==> config.mk <==
export PLATFORM = sky130hd
export DESIGN_NAME = implicit_bst_search_predecessor_flat
export DESIGN_NICKNAME = d
export VERILOG_FILES = /design/src/sv/ibst_pkg.sv /design/src/sv/ibst_chan_if.sv /design/src/sv/ibst_node_mem.sv /design/src/sv/ibst_walker.sv /design/src/sv/implicit_bst_search_predecessor.sv /design/src/flat_wrapper.sv
export SDC_FILE = /design/constraint.sdc
export NUM_CORES = 1
export LEC_CHECK = 0
export ABC_CLOCK_PERIOD_IN_PS = 950
export BUFFER_PORTS_ARGS = -buffer_cell sky130_fd_sc_hd__buf_2
export CORE_AREA = 8 8 45 47
export CTS_CLUSTER_SIZE = 40
export DETAILED_ROUTE_END_ITERATION = 12
export DIE_AREA = 0 0 53 55
export HOLD_SLACK_MARGIN = 0.06
export MAX_ROUTING_LAYER = met4
export PLACE_DENSITY = 0.3
export REMOVE_ABC_BUFFERS = 1
export SLEW_MARGIN = 20
export SYNTH_ARGS = -nofsm -noshare
export SYNTH_HDL_FRONTEND = slang
export SYNTH_SLANG_ARGS = --single-unit
==> constraint.sdc <==
create_clock -name clk_i -period 0.95 [get_ports clk_i]
set_input_delay 0.095 -clock clk_i [delete_from_list [all_inputs] [get_ports clk_i]]
set_output_delay 0.095 -clock clk_i [all_outputs]
set_load 0.005 [all_outputs]
==> src/sv/ibst_pkg.sv <==
// Shared types, opcodes and defaults for the implicit search tree block.
// No dependencies; the node store, the walker and the top level import this package.
`timescale 1ns / 1ps
`default_nettype none

package ibst_pkg;

  localparam int unsigned LEVELS_DEF    = 4;
  localparam int unsigned KEY_WIDTH_DEF = 32;
  localparam int unsigned FIELD_W       = 32;
  localparam int unsigned INDEX_W       = 4;

  localparam logic OP_WRITE = 1'b0;
  localparam logic OP_QUERY = 1'b1;

  typedef struct packed {
    logic                      op;
    logic [INDEX_W-1:0]        node_index;
    logic signed [FIELD_W-1:0] node_value;
    logic signed [FIELD_W-1:0] search_key;
  } req_t;

  typedef struct packed {
    logic                      found;
    logic                      has_pred;
    logic signed [FIELD_W-1:0] pred_value;
  } rsp_t;

endpackage

`default_nettype wire

==> src/sv/ibst_chan_if.sv <==
// Valid/ready channel carrying one payload struct.
// Payload type is given by the instantiating scope (ibst_pkg::req_t or rsp_t).
`timescale 1ns / 1ps
`default_nettype none

interface ibst_chan_if #(
  parameter type payload_t = logic
);
  logic     valid;
  logic     ready;
  payload_t data;

  modport source (output valid, output data, input ready);
  modport sink   (input valid, input data, output ready);
endinterface

`default_nettype wire

==> src/sv/ibst_node_mem.sv <==
// Node store: one write port, one read port, registered read data.
// Depends on ibst_pkg only for its parameter defaults.
`timescale 1ns / 1ps
`default_nettype none

module ibst_node_mem import ibst_pkg::*; #(
  parameter int unsigned ADDR_W = LEVELS_DEF,
  parameter int unsigned DATA_W = KEY_WIDTH_DEF
) (
  input  logic              clk_i,
  input  logic              wr_en_i,
  input  logic [ADDR_W-1:0] wr_addr_i,
  input  logic [DATA_W-1:0] wr_data_i,
  input  logic              rd_en_i,
  input  logic [ADDR_W-1:0] rd_addr_i,
  output logic [DATA_W-1:0] rd_data_o
);

  localparam int unsigned Depth = 2 ** ADDR_W;

  logic [DATA_W-1:0] mem_q [Depth];
  logic [DATA_W-1:0] rd_data_q;

  always_ff @(posedge clk_i) begin
    if (wr_en_i) begin
      mem_q[wr_addr_i] <= wr_data_i;
    end
  end

  always_ff @(posedge clk_i) begin
    if (rd_en_i) begin
      rd_data_q <= mem_q[rd_addr_i];
    end
  end

  assign rd_data_o = rd_data_q;

endmodule

`default_nettype wire

==> src/sv/ibst_walker.sv <==
// Descent sequencer: issues node reads level by level, tracks the running
// predecessor candidate and, on a match at an inner node, finishes with a right-spine read. Uses ibst_pkg.
`timescale 1ns / 1ps
`default_nettype none

module ibst_walker import ibst_pkg::*; #(
  parameter int unsigned LEVELS    = LEVELS_DEF,
  parameter int unsigned KEY_WIDTH = KEY_WIDTH_DEF
) (
  input  logic                 clk_i,
  input  logic                 rst_ni,
  input  logic                 req_valid_i,
  input  req_t                 req_data_i,
  output logic                 req_ready_o,
  input  logic                 slot_free_i,
  output logic                 push_o,
  output rsp_t                 res_o,
  output logic                 wr_en_o,
  output logic [LEVELS-1:0]    wr_addr_o,
  output logic [KEY_WIDTH-1:0] wr_data_o,
  output logic                 rd_en_o,
  output logic [LEVELS-1:0]    rd_addr_o,
  input  logic [KEY_WIDTH-1:0] rd_data_i
);

  localparam int unsigned AW    = LEVELS;
  localparam int unsigned LW    = (LEVELS > 1) ? $clog2(LEVELS) : 1;
  localparam int unsigned IW    = (AW > INDEX_W) ? AW : INDEX_W;
  localparam int unsigned NODES = (2 ** LEVELS) - 1;

  localparam logic [LW-1:0] LVL_LAST = LW'(LEVELS - 1);
  localparam logic [LW-1:0] LVL_PRE  = LW'(LEVELS - 2);

  localparam logic [1:0] S_IDLE  = 2'd0;
  localparam logic [1:0] S_DESC  = 2'd1;
  localparam logic [1:0] S_RIGHT = 2'd2;
  localparam logic [1:0] S_DONE  = 2'd3;

  logic [1:0]                  state_q, state_d;
  logic signed [KEY_WIDTH-1:0] key_q, key_d;
  logic signed [KEY_WIDTH-1:0] cand_q, cand_d;
  logic [AW-1:0]               pos_q, pos_d;
  logic [LW-1:0]               lvl_q, lvl_d;
  logic                        has_q, has_d;
  logic                        found_q, found_d;

  logic                        accept;
  logic [IW-1:0]               idx_ext;
  logic                        idx_ok;
  logic [KEY_WIDTH-1:0]        wkey;
  logic [KEY_WIDTH-1:0]        qkey;
  logic signed [KEY_WIDTH-1:0] node;
  logic                        eq;
  logic                        lt;
  logic [LW-1:0]               spine_shift;
  logic [AW-1:0]               spine_addr;
  logic [FIELD_W-1:0]          pred_ext;

  if (KEY_WIDTH <= FIELD_W) begin : g_narrow
    assign wkey     = req_data_i.node_value[KEY_WIDTH-1:0];
    assign qkey     = req_data_i.search_key[KEY_WIDTH-1:0];
    assign pred_ext = FIELD_W'(cand_q);
  end else begin : g_wide
    assign wkey     = KEY_WIDTH'($unsigned(req_data_i.node_value));
    assign qkey     = KEY_WIDTH'($unsigned(req_data_i.search_key));
    assign pred_ext = cand_q[FIELD_W-1:0];
  end

  assign accept      = req_valid_i && (state_q == S_IDLE);
  assign req_ready_o = (state_q == S_IDLE);

  assign idx_ext   = IW'(req_data_i.node_index);
  assign idx_ok    = (idx_ext != '0) && (idx_ext <= IW'(NODES));
  assign wr_en_o   = accept && (req_data_i.op == OP_WRITE) && idx_ok;
  assign wr_addr_o = idx_ext[AW-1:0];
  assign wr_data_o = wkey;

  assign node = rd_data_i;
  assign eq   = (node == key_q);
  assign lt   = (node < key_q);

  assign spine_shift = LVL_PRE - lvl_q;
  assign spine_addr  = (((pos_q << 1) | AW'(1)) << spine_shift) - AW'(1);

  always_comb begin
    state_d   = state_q;
    key_d     = key_q;
    cand_d    = cand_q;
    pos_d     = pos_q;
    lvl_d     = lvl_q;
    has_d     = has_q;
    found_d   = found_q;
    rd_en_o   = 1'b0;
    rd_addr_o = pos_q;
    push_o    = 1'b0;
    case (state_q)
      S_IDLE: begin
        if (accept && (req_data_i.op == OP_QUERY)) begin
          key_d     = qkey;
          cand_d    = '0;
          pos_d     = AW'(1);
          lvl_d     = '0;
          has_d     = 1'b0;
          found_d   = 1'b0;
          rd_en_o   = 1'b1;
          rd_addr_o = AW'(1);
          state_d   = S_DESC;
        end
      end
      S_DESC: begin
        if (eq) begin
          found_d = 1'b1;
          if (lvl_q != LVL_LAST) begin
            rd_en_o   = 1'b1;
            rd_addr_o = spine_addr;
            state_d   = S_RIGHT;
          end else begin
            state_d = S_DONE;
          end
        end else begin
          if (lt) begin
            has_d  = 1'b1;
            cand_d = node;
          end
          if (lvl_q == LVL_LAST) begin
            state_d = S_DONE;
          end else begin
            pos_d     = (pos_q << 1) | AW'(lt);
            lvl_d     = lvl_q + LW'(1);
            rd_en_o   = 1'b1;
            rd_addr_o = (pos_q << 1) | AW'(lt);
          end
        end
      end
      S_RIGHT: begin
        has_d   = 1'b1;
        cand_d  = node;
        state_d = S_DONE;
      end
      S_DONE: begin
        if (slot_free_i) begin
          push_o  = 1'b1;
          state_d = S_IDLE;
        end
      end
      default: begin
        state_d = S_IDLE;
      end
    endcase
  end

  assign res_o.found      = found_q;
  assign res_o.has_pred   = has_q;
  assign res_o.pred_value = has_q ? pred_ext : '0;

  always_ff @(posedge clk_i or negedge rst_ni) begin
    if (!rst_ni) begin
      state_q <= S_IDLE;
    end else begin
      state_q <= state_d;
    end
  end

  always_ff @(posedge clk_i) begin
    key_q   <= key_d;
    cand_q  <= cand_d;
    pos_q   <= pos_d;
    lvl_q   <= lvl_d;
    has_q   <= has_d;
    found_q <= found_d;
  end

`ifndef SYNTHESIS
  a_pos_depth: assert property (@(posedge clk_i) disable iff (!rst_ni)
    (state_q == S_DESC) |-> ((pos_q >> lvl_q) == AW'(1)))
    else $error("node slot does not match tree depth");

  a_no_rw_overlap: assert property (@(posedge clk_i) disable iff (!rst_ni)
    wr_en_o |-> !rd_en_o)
    else $error("node write overlaps a node read");

  a_spine_found: assert property (@(posedge clk_i) disable iff (!rst_ni)
    (state_q == S_RIGHT) |-> (found_q && $past(state_q) == S_DESC))
    else $error("spine read without a matching node");

  a_root_first: assert property (@(posedge clk_i) disable iff (!rst_ni)
    (accept && (req_data_i.op == OP_QUERY)) |=> (pos_q == AW'(1) && lvl_q == '0))
    else $error("query did not start at the root");

  a_push_slot: assert property (@(posedge clk_i) disable iff (!rst_ni)
    push_o |-> (slot_free_i && state_q == S_DONE))
    else $error("result pushed into a full output stage");
`endif

endmodule

`default_nettype wire

==> src/sv/implicit_bst_search_predecessor.sv <==
// Top level: node store, descent sequencer and the output stage.
// Depends on ibst_pkg, ibst_chan_if, ibst_node_mem and ibst_walker.
//
//   channel  dir  payload  carries
//   req      in   req_t    node write (op=0) or key query (op=1)
//   rsp      out  rsp_t    found, has_pred, pred_value; one per query
//
// A node write gives no response.
// A query reads one node per level, or stops early on a match at an inner node
// and then reads the last node of that node's left-subtree spine; the sequencer
// then hands the response to the output stage, waiting while that stage is full,
// and takes no new request until it has done so.
// The node store has no reset; rst_ni clears the sequencer and output valid.
// A stalled response holds in the output stage while the next request is taken.
`timescale 1ns / 1ps
`default_nettype none

module implicit_bst_search_predecessor import ibst_pkg::*; #(
  parameter int unsigned LEVELS    = LEVELS_DEF,
  parameter int unsigned KEY_WIDTH = KEY_WIDTH_DEF
) (
  input  logic         clk_i,
  input  logic         rst_ni,
  ibst_chan_if.sink    req,
  ibst_chan_if.source  rsp
);

  logic                 slot_free;
  logic                 push;
  rsp_t                 res;
  logic                 wr_en;
  logic [LEVELS-1:0]    wr_addr;
  logic [KEY_WIDTH-1:0] wr_data;
  logic                 rd_en;
  logic [LEVELS-1:0]    rd_addr;
  logic [KEY_WIDTH-1:0] rd_data;
  logic                 out_valid_q;
  rsp_t                 out_data_q;

  ibst_node_mem #(
    .ADDR_W (LEVELS),
    .DATA_W (KEY_WIDTH)
  ) u_mem (
    .clk_i     (clk_i),
    .wr_en_i   (wr_en),
    .wr_addr_i (wr_addr),
    .wr_data_i (wr_data),
    .rd_en_i   (rd_en),
    .rd_addr_i (rd_addr),
    .rd_data_o (rd_data)
  );

  ibst_walker #(
    .LEVELS    (LEVELS),
    .KEY_WIDTH (KEY_WIDTH)
  ) u_walker (
    .clk_i       (clk_i),
    .rst_ni      (rst_ni),
    .req_valid_i (req.valid),
    .req_data_i  (req.data),
    .req_ready_o (req.ready),
    .slot_free_i (slot_free),
    .push_o      (push),
    .res_o       (res),
    .wr_en_o     (wr_en),
    .wr_addr_o   (wr_addr),
    .wr_data_o   (wr_data),
    .rd_en_o     (rd_en),
    .rd_addr_o   (rd_addr),
    .rd_data_i   (rd_data)
  );

  assign slot_free = !out_valid_q || rsp.ready;

  always_ff @(posedge clk_i or negedge rst_ni) begin
    if (!rst_ni) begin
      out_valid_q <= 1'b0;
    end else if (push) begin
      out_valid_q <= 1'b1;
    end else if (rsp.ready) begin
      out_valid_q <= 1'b0;
    end
  end

  always_ff @(posedge clk_i) begin
    if (push) begin
      out_data_q <= res;
    end
  end

  assign rsp.valid = out_valid_q;
  assign rsp.data  = out_data_q;

endmodule

`default_nettype wire
==> src/flat_wrapper.sv <==
// flat-port wrapper written by rule: the top's interface ports become plain ports
module implicit_bst_search_predecessor_flat import ibst_pkg::*;
#(
  parameter int unsigned LEVELS    = LEVELS_DEF,
  parameter int unsigned KEY_WIDTH = KEY_WIDTH_DEF
)
  (clk_i, rst_ni, req_valid, req_data, req_ready, rsp_valid, rsp_data, rsp_ready);
  ibst_chan_if req_i ();
  ibst_chan_if rsp_i ();
  input  logic clk_i;
  input  logic rst_ni;
  input wire logic [$bits(req_i.valid)-1:0] req_valid;
  input wire logic [$bits(req_i.data)-1:0] req_data;
  output wire logic [$bits(req_i.ready)-1:0] req_ready;
  output wire logic [$bits(rsp_i.valid)-1:0] rsp_valid;
  output wire logic [$bits(rsp_i.data)-1:0] rsp_data;
  input wire logic [$bits(rsp_i.ready)-1:0] rsp_ready;
  assign req_i.valid = req_valid;
  assign req_i.data = req_data;
  assign req_ready = req_i.ready;
  assign rsp_valid = rsp_i.valid;
  assign rsp_data = rsp_i.data;
  assign rsp_i.ready = rsp_ready;
  implicit_bst_search_predecessor #(.LEVELS(LEVELS), .KEY_WIDTH(KEY_WIDTH)) u_core (.clk_i(clk_i), .rst_ni(rst_ni), .req(req_i), .rsp(rsp_i));
endmodule
Yosys cells after proc, flatten, opt, wreduce, memory -nomap -nowiden
Index checks and enable logic that the tools add are counted.

Reduce and logical (&&, ||, !) cells: 8. Bitwise logic cells: 3. Equal/unequal tests: 10. Multiplexer cells: 14. Add/sub/neg operators: 1.

Operators with widths (number): $eq A32 B1 Y1 const B (1); $mux W1 (10); $reduce_and A3 Y1 (3); $eq A2 B2 Y1 const B (3); $mux W2 (3); $ne A2 B2 Y1 const B (3); $pmux W2 S3 (1); $reduce_bool A2 Y1 (2); $ne A3 B3 Y1 const B (1); $not A1 Y1 (3); $add A2 B1 Y2 const B (1); $eq A2 B1 Y1 const B (1); $logic_not A2 Y1 (1); $ne A2 B1 Y1 const B (1); $logic_not A1 Y1 (1); $logic_or A1 B1 Y1 (1).

Flip-flop bits (word level): 39. Input port bits: 5.

Depth between registers and ports, before layout
Gate-level depths: netlist of the first run.

Depth in word-level cells: 5. Mapped depth: 2.

Hierarchy
From an unflattened synthesis of the first run, not the netlist that was laid out.

Cells, all modules: 1226. Area, all modules: 24524.8 um^2.

Modules (own cells, without submodules): ibst_node_mem (instances 1, cells each 838, area each 20155.6 um^2, seq. area each 16335.7 um^2); ibst_walker (instances 1, cells each 383, area each 4287.9 um^2, seq. area each 2212.1 um^2); implicit_bst_search_predecessor (instances 1, cells each 5, area each 81.3 um^2, seq. area each 55.1 um^2).

Worst setup path before layout of the first run
OpenSTA, ideal clock, no wires.

Kind: register -> register. Start: register u_core.u_walker.state_q[0]. End: register u_core.u_walker.state_q[1]. Period minus slack after synthesis: 0.714 ns. Arrival time: 0.637 ns. Data required time: 0.873 ns. Path slack: 0.236 ns. Buffers on the path: 0. Cell stages (with the launch flop): 3. Setup time: 0.077 ns. Cells stage by stage: dfrtp_1 and2_1 a21oi_1.

Word-level cells in the longest chain between the ends: 3.

RTL lines: from (decl) (RTL line ibst_walker.sv:39) `logic [1:0] state_q, state_d;`; from (signal assigned) (RTL line ibst_walker.sv:160) `state_q <= state_d;`; $eq A2 B1 Y1, or another cell as far along; $ne A3 B3 Y1 (no line), or another cell as far along; $reduce_and A3 Y1 (no line).

Several ways; a longest one is shown, not always the timed one. A chain may end at the register's enable or synchronous reset.

Final worst setup path of the first run
Start: register u_core.u_walker.state_q[0]. End: output port req_ready.

Word-level cells in the longest chain between the ends: 1.

RTL lines: $logic_not A2 Y1; to (decl) (RTL line flat_wrapper.sv:14) `output wire logic [$bits(req_i.ready)-1:0] req_ready;`.

Every way passes these cells.

==> flow_metrics.py, run 1 <==
metrics = {
    "run_status": {
        "status": "finished clean",
    },
    "die": {
        "start_util": 0.0940,
        "die_width_um": 53,
        "core_region_area_um2": 1380,
        "die_h_um": 55,
        "ios": 8,
        "fp.dieArea_um2": 2920,
        "core.rowCount": 14,
    },
    "synth": {
        "synth_seq_cells": 3,
        "yosysTopAreaCellShare": 0.577,
        "syn-instance-count": 12,
        "avgSynthCellArea_um2": 10.8,
        "ys_seq_area_frac": 0.577,
        "synthDistinctLibCells": 9,
        "synth_area_leaders": "dfrtp_1, nand2b_4, a21boi_0",
        "yosys.area.top_type": "dfrtp_1",
        "synth_area_um2": 130,
        "yosysWarnings": 0,
    },
    "power_and_ir_drop": {
        "leakage_nw": 0.108,
        "p_per_area_nw_per_um2": 3210,
        "ir_drop_uv": 1030,
        "finalPower_mw": 0.695,
    },
    "global_route": {
        "grt_pass1_vias": 98,
        "grt_pass1_wl_um": 427,
        "antenna_found_initial": 0,
        "grt_usage": 0.0259,
        "grt_max_degree": 4,
        "overflow": 0,
    },
    "worst_setup_path": {
        "critPathMaxFanout": 2,
        "crit_arrival_ps": 840,
        "ff2ff_setup_slack_ps": 80,
        "reg2reg_depth": 3,
        "worst_setup_path_start_kind": "flop",
        "worst_setup_path_end_kind": "primary output",
        "crit-reg2reg-capture": "u_core.u_walker.state_q[1]$_DFFE_PN0P_",
        "worstReg2RegStart": "u_core.u_walker.state_q[0]$_DFFE_PN0P_",
        "crit_type": "flop to primary output",
        "cp.required_ps": 850,
    },
    "routing": {
        "routed_wirelength_um": 286,
        "drtPass1Iterations": 1,
        "via_count": 102,
        "routed_via_density": 2.68,
        "ant_nets": 0,
        "drc_errors": 0,
        "wl_per_cell_um": 7.53,
        "initialDrtViolationCount": 0,
    },
    "layout": {
        "nFillCells": 153,
        "multi_input_area_um2": 50.0,
        "regArea_um2": 75.1,
        "nNetsFinal": 28,
        "mostFrequentLayoutCell": "buf_2",
        "area_growth_pct": 66.3,
        "n_antenna_cell": 0,
        "final_cell_mix": "buf_2, clkbuf_4, dfrtp_1",
        "layout-drive-gt1-share": 0.500,
        "fin_util": 0.156,
    },
    "hold_path": {
        "hold_class": "input pin to flop",
        "timing.hold.worst.start": "rsp_ready",
        "hold-path-endpoint": "u_core.rsp.valid$_DFFE_PN0P_",
        "min_path_cells": 3,
    },
    "clocking": {
        "cts_buffers": 3,
        "clock_path_buffers": 2,
        "root_buffer": "clkbuf_4",
        "clock-sinks": 3,
        "cts_tree": "yes",
        "clk_pin_slew_ps": 40,
        "htree_levels": 1,
        "clock_latency_ps": 230,
    },
    "placement": {
        "gp_congestion": 0.538,
        "io_buffers": 4,
        "dp_slack_ps": 198,
    },
    "sta": {
        "hold_violations": 0,
        "setup_ws_ps": 14.4,
        "period_share": 0.985,
        "setup_violations": 0,
        "fin_skew_ps": 1.80,
        "max_freq_ghz": 1.07,
        "drv_slew": 0,
        "finalCriticalPeriod_ps": 936,
        "rsz0062_at_grt": "yes",
    },
    "run": {
        "drv_cap": 0,
    },
}
## per-layer routing
metal,global-route usage,wire [µm]
met5,-,0
met2,0.0215,83
met3,0.0401,51
met1,0.0259,151
met4,0.0129,0
## report_power, final
| part | switching [mW] | leakage [nW] | internal [mW] | total [mW] |
|---|---|---|---|---|
| clock | 0.0599 | 0.0150 | 0.157 | 0.217 |
| combinational | 0.0966 | 0.0574 | 0.140 | 0.237 |
| sequential | 0.0475 | 0.0353 | 0.194 | 0.242 |
| total | 0.204 | 0.108 | 0.491 | 0.695 |
## cell type report
cell class,count,area share
flip-flops and latches,3,0.347
multi-input cells,8,0.231
repair buffers,7,0.208
clock buffers,4,0.121
well taps,16,0.0925
## kinds of logic (layout without fill, tap and decap cells)
group                  after synthesis  after routing  share of synthesized area
and+or+nand+nor                      5              5                      0.240
DFF                                  3              3                      0.577
AOI/OAI and AO/OA                    2              2                     0.0961
other                                1              1                     0.0288
buffers and inverters                1             11                     0.0577
## worst max-delay path by stage
| stage | startpoint | slack [ps] | end | depth (start not counted) |
|---|---|---|---|---|
| floorplan | u_core.u_walker.state_q[0]$_DFFE_PN0P_ | 240 | u_core.u_walker.state_q[1]$_DFFE_PN0P_ | 2 |
| global placement | u_core.u_walker.state_q[1]$_DFFE_PN0P_ | 210 | req_ready | 2 |
| detailed placement | u_core.u_walker.state_q[1]$_DFFE_PN0P_ | 200 | req_ready | 2 |
| CTS | u_core.u_walker.state_q[0]$_DFFE_PN0P_ | -7 | req_ready | 2 |
| global route | u_core.u_walker.state_q[0]$_DFFE_PN0P_ | -50 | req_ready | 2 |
| finish | u_core.u_walker.state_q[0]$_DFFE_PN0P_ | 10 | req_ready | 2 |
## critical path, cell delays in order (launching register included)
cell     delay [ps]
dfrtp_1         370
nor2_2          120
buf_2           120
## metrics by stage
stage / cells / area (µm²) / hold WS [ps] / TNS (ps)
3_5_place_dp: 31 / 163 / -104 / 0
5_1_grt: 38 / 216 / 161 / -48.4
3_3_place_gp: 31 / 163 / -108 / 0
2_1_floorplan: 11 / 123 / -201 / 0
4_1_cts: 38 / 216 / 131 / -6.62
6_report: 38 / 216 / 140 / 0
## synthesized netlist by cell type (all sizes together)
cell type	number
a21boi	1
a21oi	1
and2	1
buf	1
conb	1
dfrtp	3
nand2	2
nand2b	1
nor2	1
## what timing repair did
item                                   in CTS  in global routing
endpoints found under the hold margin       3                  0
pin swaps                                   1                  0
hold buffers                                1                  0
buffers inserted                            2                  0
setup endpoints to repair                   1                  1
gates resized for setup                     1                  0
## sequential cells by signal (all words and copies together), names as in the netlist
register and flops:
u_core.rsp.valid 1, u_core.u_walker.state_q 2
No activity file was read; power rests on OpenSTA's default activity.
==> inputs of run 2 (changes only) <==
--- a/config.mk
+++ b/config.mk
@@ -14,7 +14,6 @@
 export HOLD_SLACK_MARGIN = 0.06
 export MAX_ROUTING_LAYER = met4
 export PLACE_DENSITY = 0.3
-export REMOVE_ABC_BUFFERS = 1
 export SLEW_MARGIN = 20
 export SYNTH_ARGS = -nofsm -noshare
 export SYNTH_HDL_FRONTEND = slang
==> run 2 against run 1 <==
  * Sequential share of layout area up 1.2 points
  * Hold slack about the same
  * The run now ends with setup timing left
  * Final cell count down 2.6%
  * Count of clock-buffer cells in the layout unchanged
==> flow_metrics.py, run 2 (synthesis results as in run 1) <==
metrics = {
    "routing": {
        "routed_via_density": 2.92,
        "drc_errors": 0,
        "initialDrtViolationCount": 4,
        "drtPass1Iterations": 2,
        "wl_per_cell_um": 7.51,
        "via_count": 108,
        "ant_nets": 0,
        "routed_wirelength_um": 278,
    },
    "worst_setup_path": {
        "crit-reg2reg-capture": "u_core.u_walker.state_q[1]$_DFFE_PN0P_",
        "ff2ff_setup_slack_ps": 70,
        "crit_type": "flop to primary output",
        "worst_setup_path_start_kind": "flop",
        "crit_arrival_ps": 880,
        "worstReg2RegStart": "u_core.u_walker.state_q[0]$_DFFE_PN0P_",
        "slowest_stage": "dfrtp_1",
        "crit_chain": "nor2_2, buf_2",
        "cpPeakStageDelay_ps": 390,
        "reg2reg_depth": 3,
        "critPathMaxFanout": 3,
        "worst_setup_path_end_kind": "primary output",
        "cp.required_ps": 850,
    },
    "clocking": {
        "clock_path_buffers": 2,
        "cts_tree": "yes",
        "cts_buffers": 3,
        "clk_pin_slew_ps": 40,
        "clock-sinks": 3,
        "root_buffer": "clkbuf_4",
        "clock_latency_ps": 230,
        "htree_levels": 1,
    },
    "power_and_ir_drop": {
        "p_sw_frac": 0.302,
        "p_int_mw": 0.466,
        "power.switching_mw": 0.201,
        "power_frac_comb": 0.292,
        "clkPwrFrac": 0.325,
        "p_per_area_nw_per_um2": 3190,
        "ir_drop_uv": 745,
        "leakage_nw": 0.103,
        "power_frac_seq": 0.383,
    },
    "layout": {
        "nNetsFinal": 27,
        "largest_register_ffs": 2,
        "mostFrequentLayoutCell": "buf_2",
        "nFillCells": 158,
        "layout-drive-gt1-share": 0.476,
        "largest-register": "u_core.u_walker.state_q",
        "n_antenna_cell": 0,
        "area_growth_pct": 60.6,
        "final_cell_mix": "buf_2, clkbuf_4, dfrtp_1",
        "regArea_um2": 75.1,
        "multi_input_area_um2": 50.0,
    },
    "global_route": {
        "grt_pass1_vias": 103,
        "overflow": 0,
        "grt_pass1_wl_um": 448,
        "antenna_found_initial": 0,
        "grt_usage": 0.0259,
        "grt_max_degree": 5,
    },
    "sta": {
        "hold_violations": 0,
        "setup_violations": 1,
        "fin_skew_ps": 2.19,
        "holdWs_ps": 140,
        "max_freq_ghz": 1.02,
        "drv_slew": 0,
        "finalCriticalPeriod_ps": 979,
        "period_share": 1.03,
        "setup_ws_ps": -29.4,
        "rsz0062_at_grt": "yes",
        "fin_setup_tns_ps": -29.4,
    },
    "placement": {
        "io_buffers": 4,
        "dp.final_hpwl_um": 214,
        "gp_congestion": 0.584,
        "dp_slack_ps": 181,
    },
    "die": {
        "fp.dieArea_um2": 2920,
        "die_width_um": 53,
        "core_region_area_um2": 1380,
        "die_h_um": 55,
        "core.rowCount": 14,
        "start_util": 0.0940,
        "ios": 8,
    },
    "run_status": {
        "violations": "setup timing",
        "status": "complete, but fails checks",
    },
    "hold_path": {
        "hold-path-endpoint": "u_core.rsp.valid$_DFFE_PN0P_",
        "timing.hold.worst.start": "rsp_ready",
        "hold_class": "input pin to flop",
        "min_path_cells": 3,
    },
    "synth": {
        "synth_fp_nets": 17,
    },
    "run": {
        "drv_cap": 0,
    },
}
==> run 2: changes by cell type in the layout (fill, tap and decap cells not counted), sizes merged <==
cell  change
buf       -1
==> run 2: worst max-delay path, delay by kind of cell, from the launching register on <==
family	cells	cell delay [ps]
flip-flops	1	390
AND/OR/NAND/NOR	1	140
buffers and inverters	1	130
==> run 2: layer usage <==
layer | wire [µm] | GRT usage
met5 | 0 | -
met2 | 85 | 0.0234
met4 | 6 | 0.0129
met3 | 64 | 0.0428
met1 | 122 | 0.0228
==> run 2: how the worst max path moves through the flow <==
stage / end / slack [ps] / startpoint
finish: req_ready / -30 / u_core.u_walker.state_q[0]$_DFFE_PN0P_
global route: req_ready / -80 / u_core.u_walker.state_q[0]$_DFFE_PN0P_
CTS: req_ready / -50 / u_core.u_walker.state_q[1]$_DFFE_PN0P_
detailed placement: req_ready / 180 / u_core.u_walker.state_q[1]$_DFFE_PN0P_
global placement: req_ready / 190 / u_core.u_walker.state_q[1]$_DFFE_PN0P_
floorplan: u_core.u_walker.state_q[1]$_DFFE_PN0P_ / 240 / u_core.u_walker.state_q[0]$_DFFE_PN0P_
==> run 2: metrics by stage <==
step	utilization	instances	power (mW)	instance area, µm²
6_report	0.151	37	0.668	209
5_1_grt	0.151	37	0.730	209
4_1_cts	0.146	36	0.659	201
3_5_place_dp	0.118	31	0.412	163
3_3_place_gp	0.118	31	0.409	163
2_1_floorplan	-	12	0.345	130
==> run 2: area by class of cell <==
| class | count | share of cell area |
|---|---|---|
| clock buffers | 4 | 0.126 |
| flip-flops and latches | 3 | 0.359 |
| repair buffers | 6 | 0.180 |
| multi-input cells | 8 | 0.240 |
| well taps | 16 | 0.0958 |
==> run 2: power groups by stage <==
stage	sequential (mW)	clock [mW]	combinational, mW
final	0.256	0.217	0.195
after global routing	0.264	0.248	0.218
after CTS	0.257	0.234	0.167
after detailed placement	0.252	0	0.159
after global placement	0.251	0	0.159
after floorplan	0.246	0	0.0984
==> run 2: timing repair <==
item / 4_1_cts / 5_1_grt
buffers inserted: 0 / 1
setup endpoints to repair: 1 / 1
gates resized for setup: 1 / 0
pin swaps: 0 / 1
cloned: 0 / 0
hold endpoints to repair: 3 / 0
hold buffers: 1 / 0
==> inputs of run 3 (changes only) <==
--- a/config.mk
+++ b/config.mk
@@ -13,7 +13,6 @@
 export DIE_AREA = 0 0 53 55
 export HOLD_SLACK_MARGIN = 0.06
 export MAX_ROUTING_LAYER = met4
-export PLACE_DENSITY = 0.3
 export SLEW_MARGIN = 20
 export SYNTH_ARGS = -nofsm -noshare
 export SYNTH_HDL_FRONTEND = slang
==> constraint.sdc (replaced) <==
create_clock -name clk_i -period 0.95 [get_ports clk_i]
set_input_delay 0.095 -clock clk_i [delete_from_list [all_inputs] [get_ports clk_i]]
set_output_delay 0.095 -clock clk_i [all_outputs]
set_load 0.01 [all_outputs]
==> run 3 against run 2 <==
  * The flow now finishes without violations
  * Count of clock-buffer cells in the layout is the same
  * Cell area grew 3.6%
  * Via count grew 4.6%
==> flow_metrics.py, run 3 (synthesis results as in run 1) <==
metrics = {
    "die": {
        "core.rowCount": 14,
        "die_width_um": 53,
        "fp.dieArea_um2": 2920,
        "core_region_area_um2": 1380,
        "start_util": 0.0940,
        "ios": 8,
        "die_h_um": 55,
    },
    "clocking": {
        "cts_tree": "yes",
        "root_buffer": "clkbuf_4",
        "clock-sinks": 3,
        "htree_levels": 1,
        "clock_latency_ps": 230,
        "clock_path_buffers": 2,
        "clk_pin_slew_ps": 40,
        "cts_buffers": 3,
    },
    "worst_setup_path": {
        "cpPeakStageDelay_ps": 370,
        "slowest_stage": "dfrtp_1",
        "crit_buf_inv": 1,
        "worst_setup_path_end_kind": "primary output",
        "critPathMaxFanout": 2,
        "crit_chain": "nor2_2, buf_2",
        "worst_setup_path_start_kind": "flop",
        "crit_type": "flop to primary output",
        "cp.required_ps": 850,
        "cp_top_family": "flip-flops",
        "reg2reg_depth": 3,
        "crit_arrival_ps": 850,
        "cp.depth": 2,
    },
    "layout": {
        "area_growth_pct": 66.3,
        "layout-drive-gt1-share": 0.500,
        "regArea_um2": 75.1,
        "largest_register_ffs": 2,
        "nNetsFinal": 28,
        "final_cell_mix": "buf_2, clkbuf_4, dfrtp_1",
        "nFillCells": 155,
        "final_cell_count_no_fill": 38,
        "n_antenna_cell": 0,
        "multi_input_area_um2": 50.0,
        "largest-register": "u_core.u_walker.state_q",
        "mostFrequentLayoutCell": "buf_2",
    },
    "global_route": {
        "grt_pass1_vias": 139,
        "grt_max_degree": 4,
        "busiest_layer": "met4",
        "grt_pass1_wl_um": 538,
        "met3_usage": 0.0134,
        "antenna_found_initial": 0,
        "grtUsageMet2": 0.0430,
        "grt_use_met1": 0.0182,
        "grt_usage": 0.0304,
        "overflow": 0,
    },
    "routing": {
        "via_count": 113,
        "routed_via_density": 2.97,
        "routed_wirelength_um": 327,
        "ant_nets": 0,
        "wl_per_cell_um": 8.61,
        "drtPass1Iterations": 1,
        "initialDrtViolationCount": 0,
        "drc_errors": 0,
    },
    "placement": {
        "numPlacedInstances": 31,
        "io_buffers": 4,
        "gp_congestion": 0.657,
    },
    "sta": {
        "drv_slew": 0,
        "finalCriticalPeriod_ps": 948,
        "period_share": 0.998,
        "rsz0062_at_grt": "yes",
        "max_freq_ghz": 1.05,
        "setup_violations": 0,
        "hold_violations": 0,
        "fin_skew_ps": 4.13,
    },
    "run": {
        "drv_cap": 0,
    },
    "synth": {
        "synth_fp_nets": 17,
    },
    "power_and_ir_drop": {
        "ir_drop_uv": 328,
        "finalPower_mw": 0.724,
        "p_per_area_nw_per_um2": 3340,
        "leakage_nw": 0.108,
    },
    "hold_path": {
        "min_path_cells": 3,
        "hold_class": "input pin to flop",
    },
    "run_status": {
        "status": "finished clean",
    },
}
run 3: where the power goes:
part	internal [mW]	switching, mW	total, mW
clock	0.157	0.0628	0.220
sequential	0.194	0.0492	0.244
combinational	0.141	0.119	0.260
total	0.493	0.231	0.724
run 3: worst paths after layout:
check / from / end / slack [ps]
worst max-delay path: u_core.u_walker.state_q[0]$_DFFE_PN0P_ / req_ready / 2
worst min-delay path: rsp_ready / u_core.rsp.valid$_DFFE_PN0P_ / 140
worst max register to register: u_core.u_walker.state_q[0]$_DFFE_PN0P_ / u_core.u_walker.state_q[1]$_DFFE_PN0P_ / 60
worst min register to register: u_core.rsp.valid$_DFFE_PN0P_ / u_core.rsp.valid$_DFFE_PN0P_ / 520
max in group asynchronous: rst_ni / u_core.u_walker.state_q[0]$_DFFE_PN0P_ / 650
min in group asynchronous: rst_ni / u_core.u_walker.state_q[1]$_DFFE_PN0P_ / 190
run 3: layout make-up:
type	count	share of cell area
flip-flops and latches	3	0.347
clock buffers	4	0.121
multi-input cells	8	0.231
well taps	16	0.0925
repair buffers	7	0.208
run 3: per-layer routing:
metal | wire length, µm | vias up | share of wire
li1 | - | 54 | -
met1 | 99 | 55 | 0.30
met2 | 195 | 4 | 0.60
met3 | 32 | 0 | 0.098
met4 | 0 | 0 | 0
met5 | 0 | - | 0
run 3: per-stage QoR:
step | worst slack [ps] | TNS [ps] | utilization | hold WS (ps) | area (µm²)
after global routing | -82.3 | -102 | 0.156 | 144 | 216
after CTS | -38.6 | -38.6 | 0.155 | 133 | 214
after detailed placement | 145 | 0 | 0.118 | -103 | 163
final | 1.51 | 0 | 0.156 | 138 | 216
after global placement | 180 | 0 | 0.118 | -107 | 163
after floorplan | 174 | 0 | - | -201 | 130
run 3: repair_timing:
action                                  CTS  global route
hold endpoints to repair                  3             0
hold buffers                              1             0
resized for setup                         0             1
buffers inserted                          2             0
pin swaps                                 1             0
endpoints found under the setup margin    1             2
run 3: worst reg2reg max path: stages, from the launching register on:
cell and delay (ps):
dfrtp_1 370, buf_4 140, and2_1 140, a21oi_1 160
